**config.mk**
```make
export PLATFORM = sky130hd
export DESIGN_NAME = sorted_priority_queue
export DESIGN_NICKNAME = d
export VERILOG_FILES = /design/src/rtl/core/spq_pkg.sv /design/src/rtl/core/sorted_priority_queue.sv /design/src/rtl/core/spq_ctrl.sv /design/src/rtl/core/spq_datapath.sv
export SDC_FILE = /design/constraint.sdc
export NUM_CORES = 2
export LEC_CHECK = 0
export BUFFER_PORTS_ARGS = -buffer_cell sky130_fd_sc_hd__buf_4
export CAP_MARGIN = 10
export CORE_UTILIZATION = 45
export CTS_CLUSTER_DIAMETER = 100
export CTS_CLUSTER_SIZE = 30
export DETAILED_ROUTE_END_ITERATION = 8
export SETUP_SLACK_MARGIN = 0.1
export SYNTH_ARGS = -nofsm -noshare
export SYNTH_HDL_FRONTEND = slang
export SYNTH_SLANG_ARGS = --single-unit
```
**constraint.sdc**
```tcl
create_clock -name clk_i -period 11.22 [get_ports clk_i]
set_input_delay 0.561 -clock clk_i [delete_from_list [all_inputs] [get_ports clk_i]]
set_output_delay 0.561 -clock clk_i [all_outputs]
set_load 0.01 [all_outputs]
```
**src/rtl/core/spq_pkg.sv**
```systemverilog
`default_nettype none
// ----------------------------------------------------------------------------
// spq_pkg
// Shared types and constants for the sorted priority queue
// ----------------------------------------------------------------------------
package spq_pkg;

  localparam int QUEUE_DEPTH = 64;
  localparam int ID_BITS     = 16;
  localparam int PRI_BITS    = 8;
  localparam int CNT_BITS    = $clog2(QUEUE_DEPTH + 1);
  localparam int OCC_BITS    = 7;
  localparam int STAT_BITS   = 2;

  typedef enum logic {
    CMD_PUSH = 1'b0,
    CMD_POP  = 1'b1
  } cmd_e;

  typedef enum logic [STAT_BITS-1:0] {
    STAT_OK    = 2'd0,
    STAT_FULL  = 2'd1,
    STAT_EMPTY = 2'd2
  } status_e;

  typedef enum logic {
    CTL_IDLE   = 1'b0,
    CTL_RESULT = 1'b1
  } ctl_state_e;

  // command from controller to datapath
  typedef struct packed {
    logic load;
    logic pop;
  } spq_cmd_t;

endpackage
`default_nettype wire

```
**src/rtl/core/sorted_priority_queue.sv**
```systemverilog
`default_nettype none
// ----------------------------------------------------------------------------
// sorted_priority_queue
// Bounded priority queue of (id, priority) pairs held in sorted order
//
// Input channel carries one operation per transfer: a push of entry_id with
// priority_req, or a pop of the head entry. Larger priorities leave first,
// equal priorities leave in arrival order. Each operation gives exactly one
// result transfer with status (ok, full on push, empty on pop), the popped
// id (zero unless a pop succeeded) and the occupancy after the operation.
// The result is registered on the edge that takes the operation. Throughput
// is one operation per cycle; every slot compares and shifts in parallel
// with its neighbours. A new operation is taken while a result waits, as
// long as the receiver is not stalling; while the receiver stalls, the
// result holds and the input is stalled too. Reset empties the queue and
// drops any held result; slot contents are not cleared.
// ----------------------------------------------------------------------------
module sorted_priority_queue
  import spq_pkg::*;
(
  input  wire logic                 clk_i,
  input  wire logic                 rst_ni,
  input  wire logic                 in_valid_i,
  output logic                      in_stall_o,
  input  wire logic                 command_i,
  input  wire logic [ID_BITS-1:0]   entry_id_i,
  input  wire logic [PRI_BITS-1:0]  priority_req_i,
  output logic                      out_valid_o,
  input  wire logic                 out_stall_i,
  output logic [STAT_BITS-1:0]      status_o,
  output logic [ID_BITS-1:0]        popped_id_o,
  output logic [OCC_BITS-1:0]       occupancy_o
);

  spq_cmd_t cmd;

  spq_ctrl u_ctrl (
    .clk_i       (clk_i),
    .rst_ni      (rst_ni),
    .in_valid_i  (in_valid_i),
    .command_i   (command_i),
    .out_stall_i (out_stall_i),
    .in_stall_o  (in_stall_o),
    .out_valid_o (out_valid_o),
    .cmd_o       (cmd)
  );

  spq_datapath u_datapath (
    .clk_i          (clk_i),
    .rst_ni         (rst_ni),
    .cmd_i          (cmd),
    .entry_id_i     (entry_id_i),
    .priority_req_i (priority_req_i),
    .status_o       (status_o),
    .popped_id_o    (popped_id_o),
    .occupancy_o    (occupancy_o)
  );

endmodule
`default_nettype wire

```
**src/rtl/core/spq_ctrl.sv**
```systemverilog
`default_nettype none
// ----------------------------------------------------------------------------
// spq_ctrl
// Handshake controller: accepts operations and tracks the held result
// ----------------------------------------------------------------------------
module spq_ctrl
  import spq_pkg::*;
(
  input  wire logic     clk_i,
  input  wire logic     rst_ni,
  input  wire logic     in_valid_i,
  input  wire logic     command_i,
  input  wire logic     out_stall_i,
  output logic          in_stall_o,
  output logic          out_valid_o,
  output spq_cmd_t      cmd_o
);

  ctl_state_e state_q, state_d;
  logic       accept;

  assign accept = in_valid_i && !in_stall_o;

  always_ff @(posedge clk_i or negedge rst_ni) begin
    if (!rst_ni) begin
      state_q <= CTL_IDLE;
    end else begin
      state_q <= state_d;
    end
  end

  // next state
  always_comb begin
    state_d = state_q;
    case (state_q)
      CTL_IDLE: begin
        if (accept) begin
          state_d = CTL_RESULT;
        end
      end
      CTL_RESULT: begin
        if (accept) begin
          state_d = CTL_RESULT;
        end else if (!out_stall_i) begin
          state_d = CTL_IDLE;
        end
      end
      default: state_d = CTL_IDLE;
    endcase
  end

  // outputs
  always_comb begin
    in_stall_o  = 1'b0;
    out_valid_o = 1'b0;
    case (state_q)
      CTL_IDLE: begin
        in_stall_o  = 1'b0;
        out_valid_o = 1'b0;
      end
      CTL_RESULT: begin
        in_stall_o  = out_stall_i;
        out_valid_o = 1'b1;
      end
      default: begin
        in_stall_o  = 1'b1;
        out_valid_o = 1'b0;
      end
    endcase
    cmd_o.load = in_valid_i && !in_stall_o;
    cmd_o.pop  = (cmd_e'(command_i) == CMD_POP);
  end

endmodule
`default_nettype wire

```
**src/rtl/core/spq_datapath.sv**
```systemverilog
`default_nettype none
// ----------------------------------------------------------------------------
// spq_datapath
// Sorted slot array with per-slot compare and shift, plus result registers
// ----------------------------------------------------------------------------
module spq_datapath
  import spq_pkg::*;
(
  input  wire logic                clk_i,
  input  wire logic                rst_ni,
  input  wire spq_cmd_t            cmd_i,
  input  wire logic [ID_BITS-1:0]  entry_id_i,
  input  wire logic [PRI_BITS-1:0] priority_req_i,
  output logic [STAT_BITS-1:0]     status_o,
  output logic [ID_BITS-1:0]       popped_id_o,
  output logic [OCC_BITS-1:0]      occupancy_o
);

  logic [ID_BITS-1:0]  id_q  [QUEUE_DEPTH];
  logic [ID_BITS-1:0]  id_d  [QUEUE_DEPTH];
  logic [PRI_BITS-1:0] pri_q [QUEUE_DEPTH];
  logic [PRI_BITS-1:0] pri_d [QUEUE_DEPTH];
  logic [QUEUE_DEPTH-1:0] gt;

  logic [CNT_BITS-1:0] count_q, count_d;
  status_e             status_q, status_d;
  logic [ID_BITS-1:0]  popped_q, popped_d;

  logic full, empty, do_push, do_pop;

  assign full    = (count_q == CNT_BITS'(QUEUE_DEPTH));
  assign empty   = (count_q == '0);
  assign do_push = cmd_i.load && !cmd_i.pop && !full;
  assign do_pop  = cmd_i.load && cmd_i.pop && !empty;

  // gt marks slots where the new entry outranks the stored one or the slot is unused; the first such slot takes it
  always_comb begin
    for (int i = 0; i < QUEUE_DEPTH; i++) begin
      gt[i] = (count_q <= CNT_BITS'(i)) || (priority_req_i > pri_q[i]);
    end
  end

  always_comb begin
    for (int i = 0; i < QUEUE_DEPTH; i++) begin
      id_d[i]  = id_q[i];
      pri_d[i] = pri_q[i];
      if (do_push) begin
        if (i > 0 && gt[(i > 0) ? i - 1 : 0]) begin
          id_d[i]  = id_q[(i > 0) ? i - 1 : 0];
          pri_d[i] = pri_q[(i > 0) ? i - 1 : 0];
        end else if (gt[i]) begin
          id_d[i]  = entry_id_i;
          pri_d[i] = priority_req_i;
        end
      end else if (do_pop && i < QUEUE_DEPTH - 1) begin
        id_d[i]  = id_q[(i < QUEUE_DEPTH - 1) ? i + 1 : i];
        pri_d[i] = pri_q[(i < QUEUE_DEPTH - 1) ? i + 1 : i];
      end
    end
  end

  always_comb begin
    count_d  = count_q;
    status_d = STAT_OK;
    popped_d = '0;
    if (cmd_i.pop) begin
      if (empty) begin
        status_d = STAT_EMPTY;
      end else begin
        popped_d = id_q[0];
        count_d  = count_q - CNT_BITS'(1);
      end
    end else begin
      if (full) begin
        status_d = STAT_FULL;
      end else begin
        count_d = count_q + CNT_BITS'(1);
      end
    end
  end

  always_ff @(posedge clk_i) begin
    for (int i = 0; i < QUEUE_DEPTH; i++) begin
      id_q[i]  <= id_d[i];
      pri_q[i] <= pri_d[i];
    end
  end

  always_ff @(posedge clk_i or negedge rst_ni) begin
    if (!rst_ni) begin
      count_q <= '0;
    end else if (cmd_i.load) begin
      count_q <= count_d;
    end
  end

  always_ff @(posedge clk_i) begin
    if (cmd_i.load) begin
      status_q <= status_d;
      popped_q <= popped_d;
    end
  end

  assign status_o    = status_q;
  assign popped_id_o = popped_q;
  assign occupancy_o = OCC_BITS'(count_q);

endmodule
`default_nettype wire

```
# After elaboration in Yosys (flattened, before gate mapping)
# Memory sizes are Yosys's and may differ from the RTL's.
# Index checks and enable logic that the tools add are counted.
[classes] addsub=2 order_cmp=128 n_eq_ne=3 mux=520 bitwise_logic=2 reduce_logical=76
[ops] op="two-way mux 16 bit" n=254
[ops] op="two-way mux 8 bit" n=254
[ops] op="> comparator 8 bit" n=64
[ops] op="less-or-equal comparator 7 x 6 -> 1 bit (second input constant)" n=32
[ops] op="less-or-equal comparator 7 x 5 -> 1 bit (second input constant)" n=16
[ops] op="logical OR 1 bit" n=64
[ops] op="less-or-equal comparator 7 x 4 -> 1 bit (second input constant)" n=8
[ops] op="less-or-equal comparator 7 x 3 -> 1 bit (second input constant)" n=4
[ops] op="two-way mux 7 bit" n=3
[ops] op="less-or-equal comparator 7 x 1 -> 1 bit (second input constant)" n=2
[ops] op="less-or-equal comparator 7 x 2 -> 1 bit (second input constant)" n=2
[ops] op="adder 7 x 1 -> 7 bit (second input constant)" n=1
[ops] op="== test 7 bit (second input constant)" n=1
[ops] op="logical NOT 7 bit" n=1
[ops] op="subtractor 7 x 1 -> 7 bit (second input constant)" n=1
[ops] op="one-hot mux 1 bit (2 select lines)" n=3
[ops] op="logical AND 1 bit" n=5
[ops] op="logical NOT 1 bit" n=4
[ops] op="two-way mux 1 bit" n=4
[ops] op="two-way mux 2 bit" n=2
[ops] op="inequality test 2 bit (second input constant)" n=2
[ops] op="AND reduction 3 bit" n=1
[ops] op="NOT 1 bit" n=2
[ops] op="OR reduction 2 bit" n=1
[word_totals] reg_bits=26 ramBits=1536 input_bits=29 output_inout_bits=27 elab_cells=737 memories=2
[memory_table] memory="u_datapath.id_q" words=64 word_bits=16 read_ports=64 rd_ports_with_merged_regs=0 wr=64 line="spq_datapath.sv:19" text="logic [ID_BITS-1:0] id_q [QUEUE_DEPTH];"
[memory_table] memory="u_datapath.pri_q" words=64 word_bits=8 read_ports=64 rd_ports_with_merged_regs=0 wr=64 line="spq_datapath.sv:21" text="logic [PRI_BITS-1:0] pri_q [QUEUE_DEPTH];"

# Logic depth before layout (Yosys ltp)
[logic_depth] word_depth=8 ltp_mapped=12 mapped_depth_nobuf=7

# Hierarchy
# A second synthesis with hierarchy kept.
[unflattened] hier_cells=11095 area_unflattened_um2=106766.1
[modules_own_cells] mod="spq_datapath" n_inst=1 cells_each=11089 area_per_inst_um2=106701.1 seq_area_each_um2=46839.9
[modules_own_cells] mod="spq_ctrl" n_inst=1 cells_each=6 area_per_inst_um2=65.1 seq_area_each_um2=25.0

# Worst setup path before layout
# Ideal clock, no wire load.
[synth_timing] path_kind="input port to flip-flop" start="in priority_req_i[0]" end="mem u_datapath.id_q[53][0], enable pin" setup_ns=0.420 t_arrival_ns=4.829 t_required_ns=10.800 setup_slack_ns=5.971 stages=9 n_path_buf=2 path_cell_list="clkbuf_1 > inv_1 > ha_1 > nand4_1 > nor2_1 > a211oi_1 > clkbuf_1 > nor3_1 > a31oi_1"
[synth_lines] item="from (decl)" line="sorted_priority_queue.sv:27" text="input wire logic [PRI_BITS-1:0] priority_req_i,"
[synth_lines] item="to (decl)" line="spq_datapath.sv:19"

==> reports/results.txt <==
Latest clock arrival within the worst-skew pair: 810 ps
Die Ht: 492 microns
DR pass1 iterations: 7
WL met2: 189 mm
CTS buffer count: 77
Finish-stage setup viols: 0
Skew final: 66.2 ps
Crit path depth: 9
Post-synth top area share: 43.2%
DP HPWL: 266 mm
Die area: 0.242 sq mm
Post-CTS sizing: 0
Placed Area: 0.111 sq mm
Synth cell types: 68
Most frequent cell after synthesis: nand4_1
DRT antenna net count: 0
Kind of end point of the critical path: flip-flop
Crit Path Category: reg2reg
DR vias/cell: 7.54
Routed vias: 103k
Row count: 179
Relative slew slack: 13.3%
Share of layout cells above drive strength 1: 8.27%
Combinational share of power: 41.6%
Endpoints failing hold: 0
CP peak stage delay: 790 ps
CP bufs+invs: 4
Final TNS setup: 0 ps
Top FF cell, synth: edfxtp_1
Final wirelength: 407 mm
Gate Count Post-Synth: 11.4k
Async set or reset register ratio after synthesis: 0.512%
Pin count of the biggest net entering global routing: 282
Initial antenna violation count: 6
Crit-path cells: inv_1, ha_1, nand2_1, o211a_4, buf_12, buf_12, buf_12, o2111ai_1, nand3_1
Worst r2r src: u_datapath.occupancy_o[1]
Max clock buf depth: 3
Fmax: 188 MHz
CTS tree: yes
Yosys top cell by area: edfxtp_1
Post-Layout Inst Area: 0.114 sq mm
Tmin final: 5330 ps
Int Pwr: 11.7 mW
Most frequent cells after synthesis: nand4_1, edfxtp_1, clkbuf_1, nand3_1, a22oi_1
Ranking of synthesized cells by area: edfxtp_1, nand4_1, ha_1
GPL Wtd Cong: 0.922
Req. time, crit path: 11860 ps
Yosys Warn Count: 0
Total of max-cap violations: 0
Fill cell count: 22.1k
Vias in the first global route: 97.9k
Pleak: 38.5 nW
Top-Level Pins: 56
Routed length per instance: 29.8 microns
Worst-path clk slew: 120 ps
Die width: 492 microns
H-tree Lvls: 3
Synthesized Nets: 11.9k
Seq pwr share: 40.8%
Nets: 11.0k
Clock network power share: 17.6%
Crit path top cell by count: buf_12
Worst path slowest cell: o211a_4
Area growth from synthesis to layout: 5.67%
Clock sinks: 1562
Post-CTS setup buffer count: 0
CP max FO: 222
WL met3: 37.4 mm
Routed metal-1 wirelength: 160 mm
Core outline area: 0.238 sq mm
Initial DRC Count: 14.5k
DRC errors left: 0
Switching share of power: 45.1%
Starting Density: 45.3%
Pwr per Cell Area: 187 mW/mm^2
Hold Crit Class: in2async
R2R Path End: u_datapath.id_q[46][9]
Unrepaired setup endpoints after global routing: false
Total GRT Usage: 32.1%
Status: finished, final reports clean
Startpoint Class: flip-flop
Hold Buf Count CTS: 2
#FFs+latches synth: 1562
Maximum vdd ir drop: 0.000151 V
Worst-Margin Slew: 1290 ps
Final core utilization: 47.9%
Cell count of the worst reg-to-reg path: 9
Netlist Area Pre-Place: 0.108 sq mm
First-pass GRT wire length: 614 mm
WP data arrival: 5970 ps
Reg-to-reg slack, setup: 5890 ps
CP top delay family: buffers and inverters
Clock Tree Root: clkbuf_16
Fin crit share: 47.5%
Psw: 9.61 mW
IO Port Bufs: 55
Grt total ovfl: 0
Part of the Yosys area used for sequential elements: 43.4%
Mean Syn Cell Area: 9.49 sq um
Max layer used: met5
EDFF count, synth: 1554
Final Max Slew Viols: 0
## power by group through the flow
stage	sequential (mW)	clock [mW]	combinational, mW
after CTS	8.62	3.77	8.57
after global routing	8.71	3.93	9.48
after global placement	8.75	0	8.30
after detailed placement	8.75	0	8.54
final	8.69	3.75	8.88
after floorplan	8.22	0	5.81
## placed cells by master (no fill, tap or decap), drive strengths merged, types with 9 or more instances in the layout
| cell type | instances |
|---|---|
| a21o | 11 |
| ha | 517 |
| and2 | 46 |
| buf | 465 |
| nor3 | 38 |
| inv | 480 |
| nand4 | 1557 |
| clkinv | 18 |
| and3 | 58 |
| a211oi | 65 |
| nor2b | 90 |
| a21oi | 194 |
| mux2 | 24 |
| nand4bb | 36 |
| nand3 | 895 |
| clkbuf | 92 |
| a31oi | 682 |
| a2bb2oi | 24 |
| o21a | 9 |
| or3 | 27 |
| o31a | 38 |
| nor4bb | 37 |
| nand2 | 146 |
| and4 | 37 |
| a22oi | 818 |
| a21boi | 21 |
| o211ai | 390 |
| o2111ai | 528 |
| o31ai | 641 |
| edfxtp | 1554 |
| nor2 | 723 |
| o21ai | 155 |
| a211o | 25 |
## flip-flops by register name, summed over array words and instances, names as in the netlist
signal	flops
u_datapath.id_q	1024
u_datapath.occupancy_o	7
u_datapath.popped_id_o	16
u_datapath.pri_q	512
u_datapath.status_o	2
u_ctrl.state_q	1
## logic make-up (layout without fill, tap and decap cells)
kind of cell / Yosys count / in the layout / synth area share, %
xor+xnor: 6 / 6 / 0.0487
compound gates: 3614 / 3614 / 24.3
mux: 24 / 24 / 0.250
simple gates: 3711 / 3711 / 18.8
flops: 1562 / 1562 / 43.4
buf+inv: 1948 / 1066 / 7.19
fa+ha+maj: 517 / 517 / 5.99
other cells: 0 / 5 / 0
## metrics by stage
step                cells  power (mW)  worst slack [ps]  hold slack [ps]
floorplan           11382        14.0              5970              265
global placement    13519        17.0              6190              425
detailed placement  13521        17.3              6080              426
CTS                 13659        21.0              6010             97.9
global route        13669        22.1              5560              141
finish              13672        21.3              5890              136
## cell type report
type | count | area [sq um] | area share (%)
Tap cell | 3167 | 3960 | 3.47
Clock inverter | 51 | 686 | 0.601
Timing Repair Buffer | 474 | 3830 | 3.35
Clock buffer | 85 | 2000 | 1.75
Antenna cell | 5 | 12.5 | 0.0110
Inverter | 456 | 1710 | 1.50
Sequential cell | 1562 | 46900 | 41.1
Multi-Input combinational cell | 7872 | 55100 | 48.3
## worst reg2reg max path, cell delays in order (launching register included)
cell	delay (ps)
dfrtp_1	750
inv_1	200
ha_1	330
nand2_1	260
o211a_4	790
buf_12	700
buf_12	700
buf_12	900
o2111ai_1	390
nand3_1	150
## how the worst max path moves through the flow
stage               slack [ps]                  endpoint                       from
detailed placement        6080  u_datapath.pri_q[1][101]  u_datapath.occupancy_o[1]
finish                    5890    u_datapath.id_q[46][9]  u_datapath.occupancy_o[1]
global placement          6190    u_datapath.id_q[63][4]          priority_req_i[0]
floorplan                 5970    u_datapath.id_q[53][0]          priority_req_i[0]
CTS                       6010  u_datapath.pri_q[1][101]  u_datapath.occupancy_o[1]
global route              5560   u_datapath.pri_q[1][98]  u_datapath.occupancy_o[1]
## routing by layer
| layer | track usage (%) | up-vias |
|---|---|---|
| met5 | 0 | - |
| met1 | 41.9 | 51101 |
| met4 | 15.2 | 6 |
| met2 | 51.6 | 6166 |
| met3 | 5.42 | 1130 |
| li1 | - | 44653 |
No activity file was read; power rests on OpenSTA's default activity.
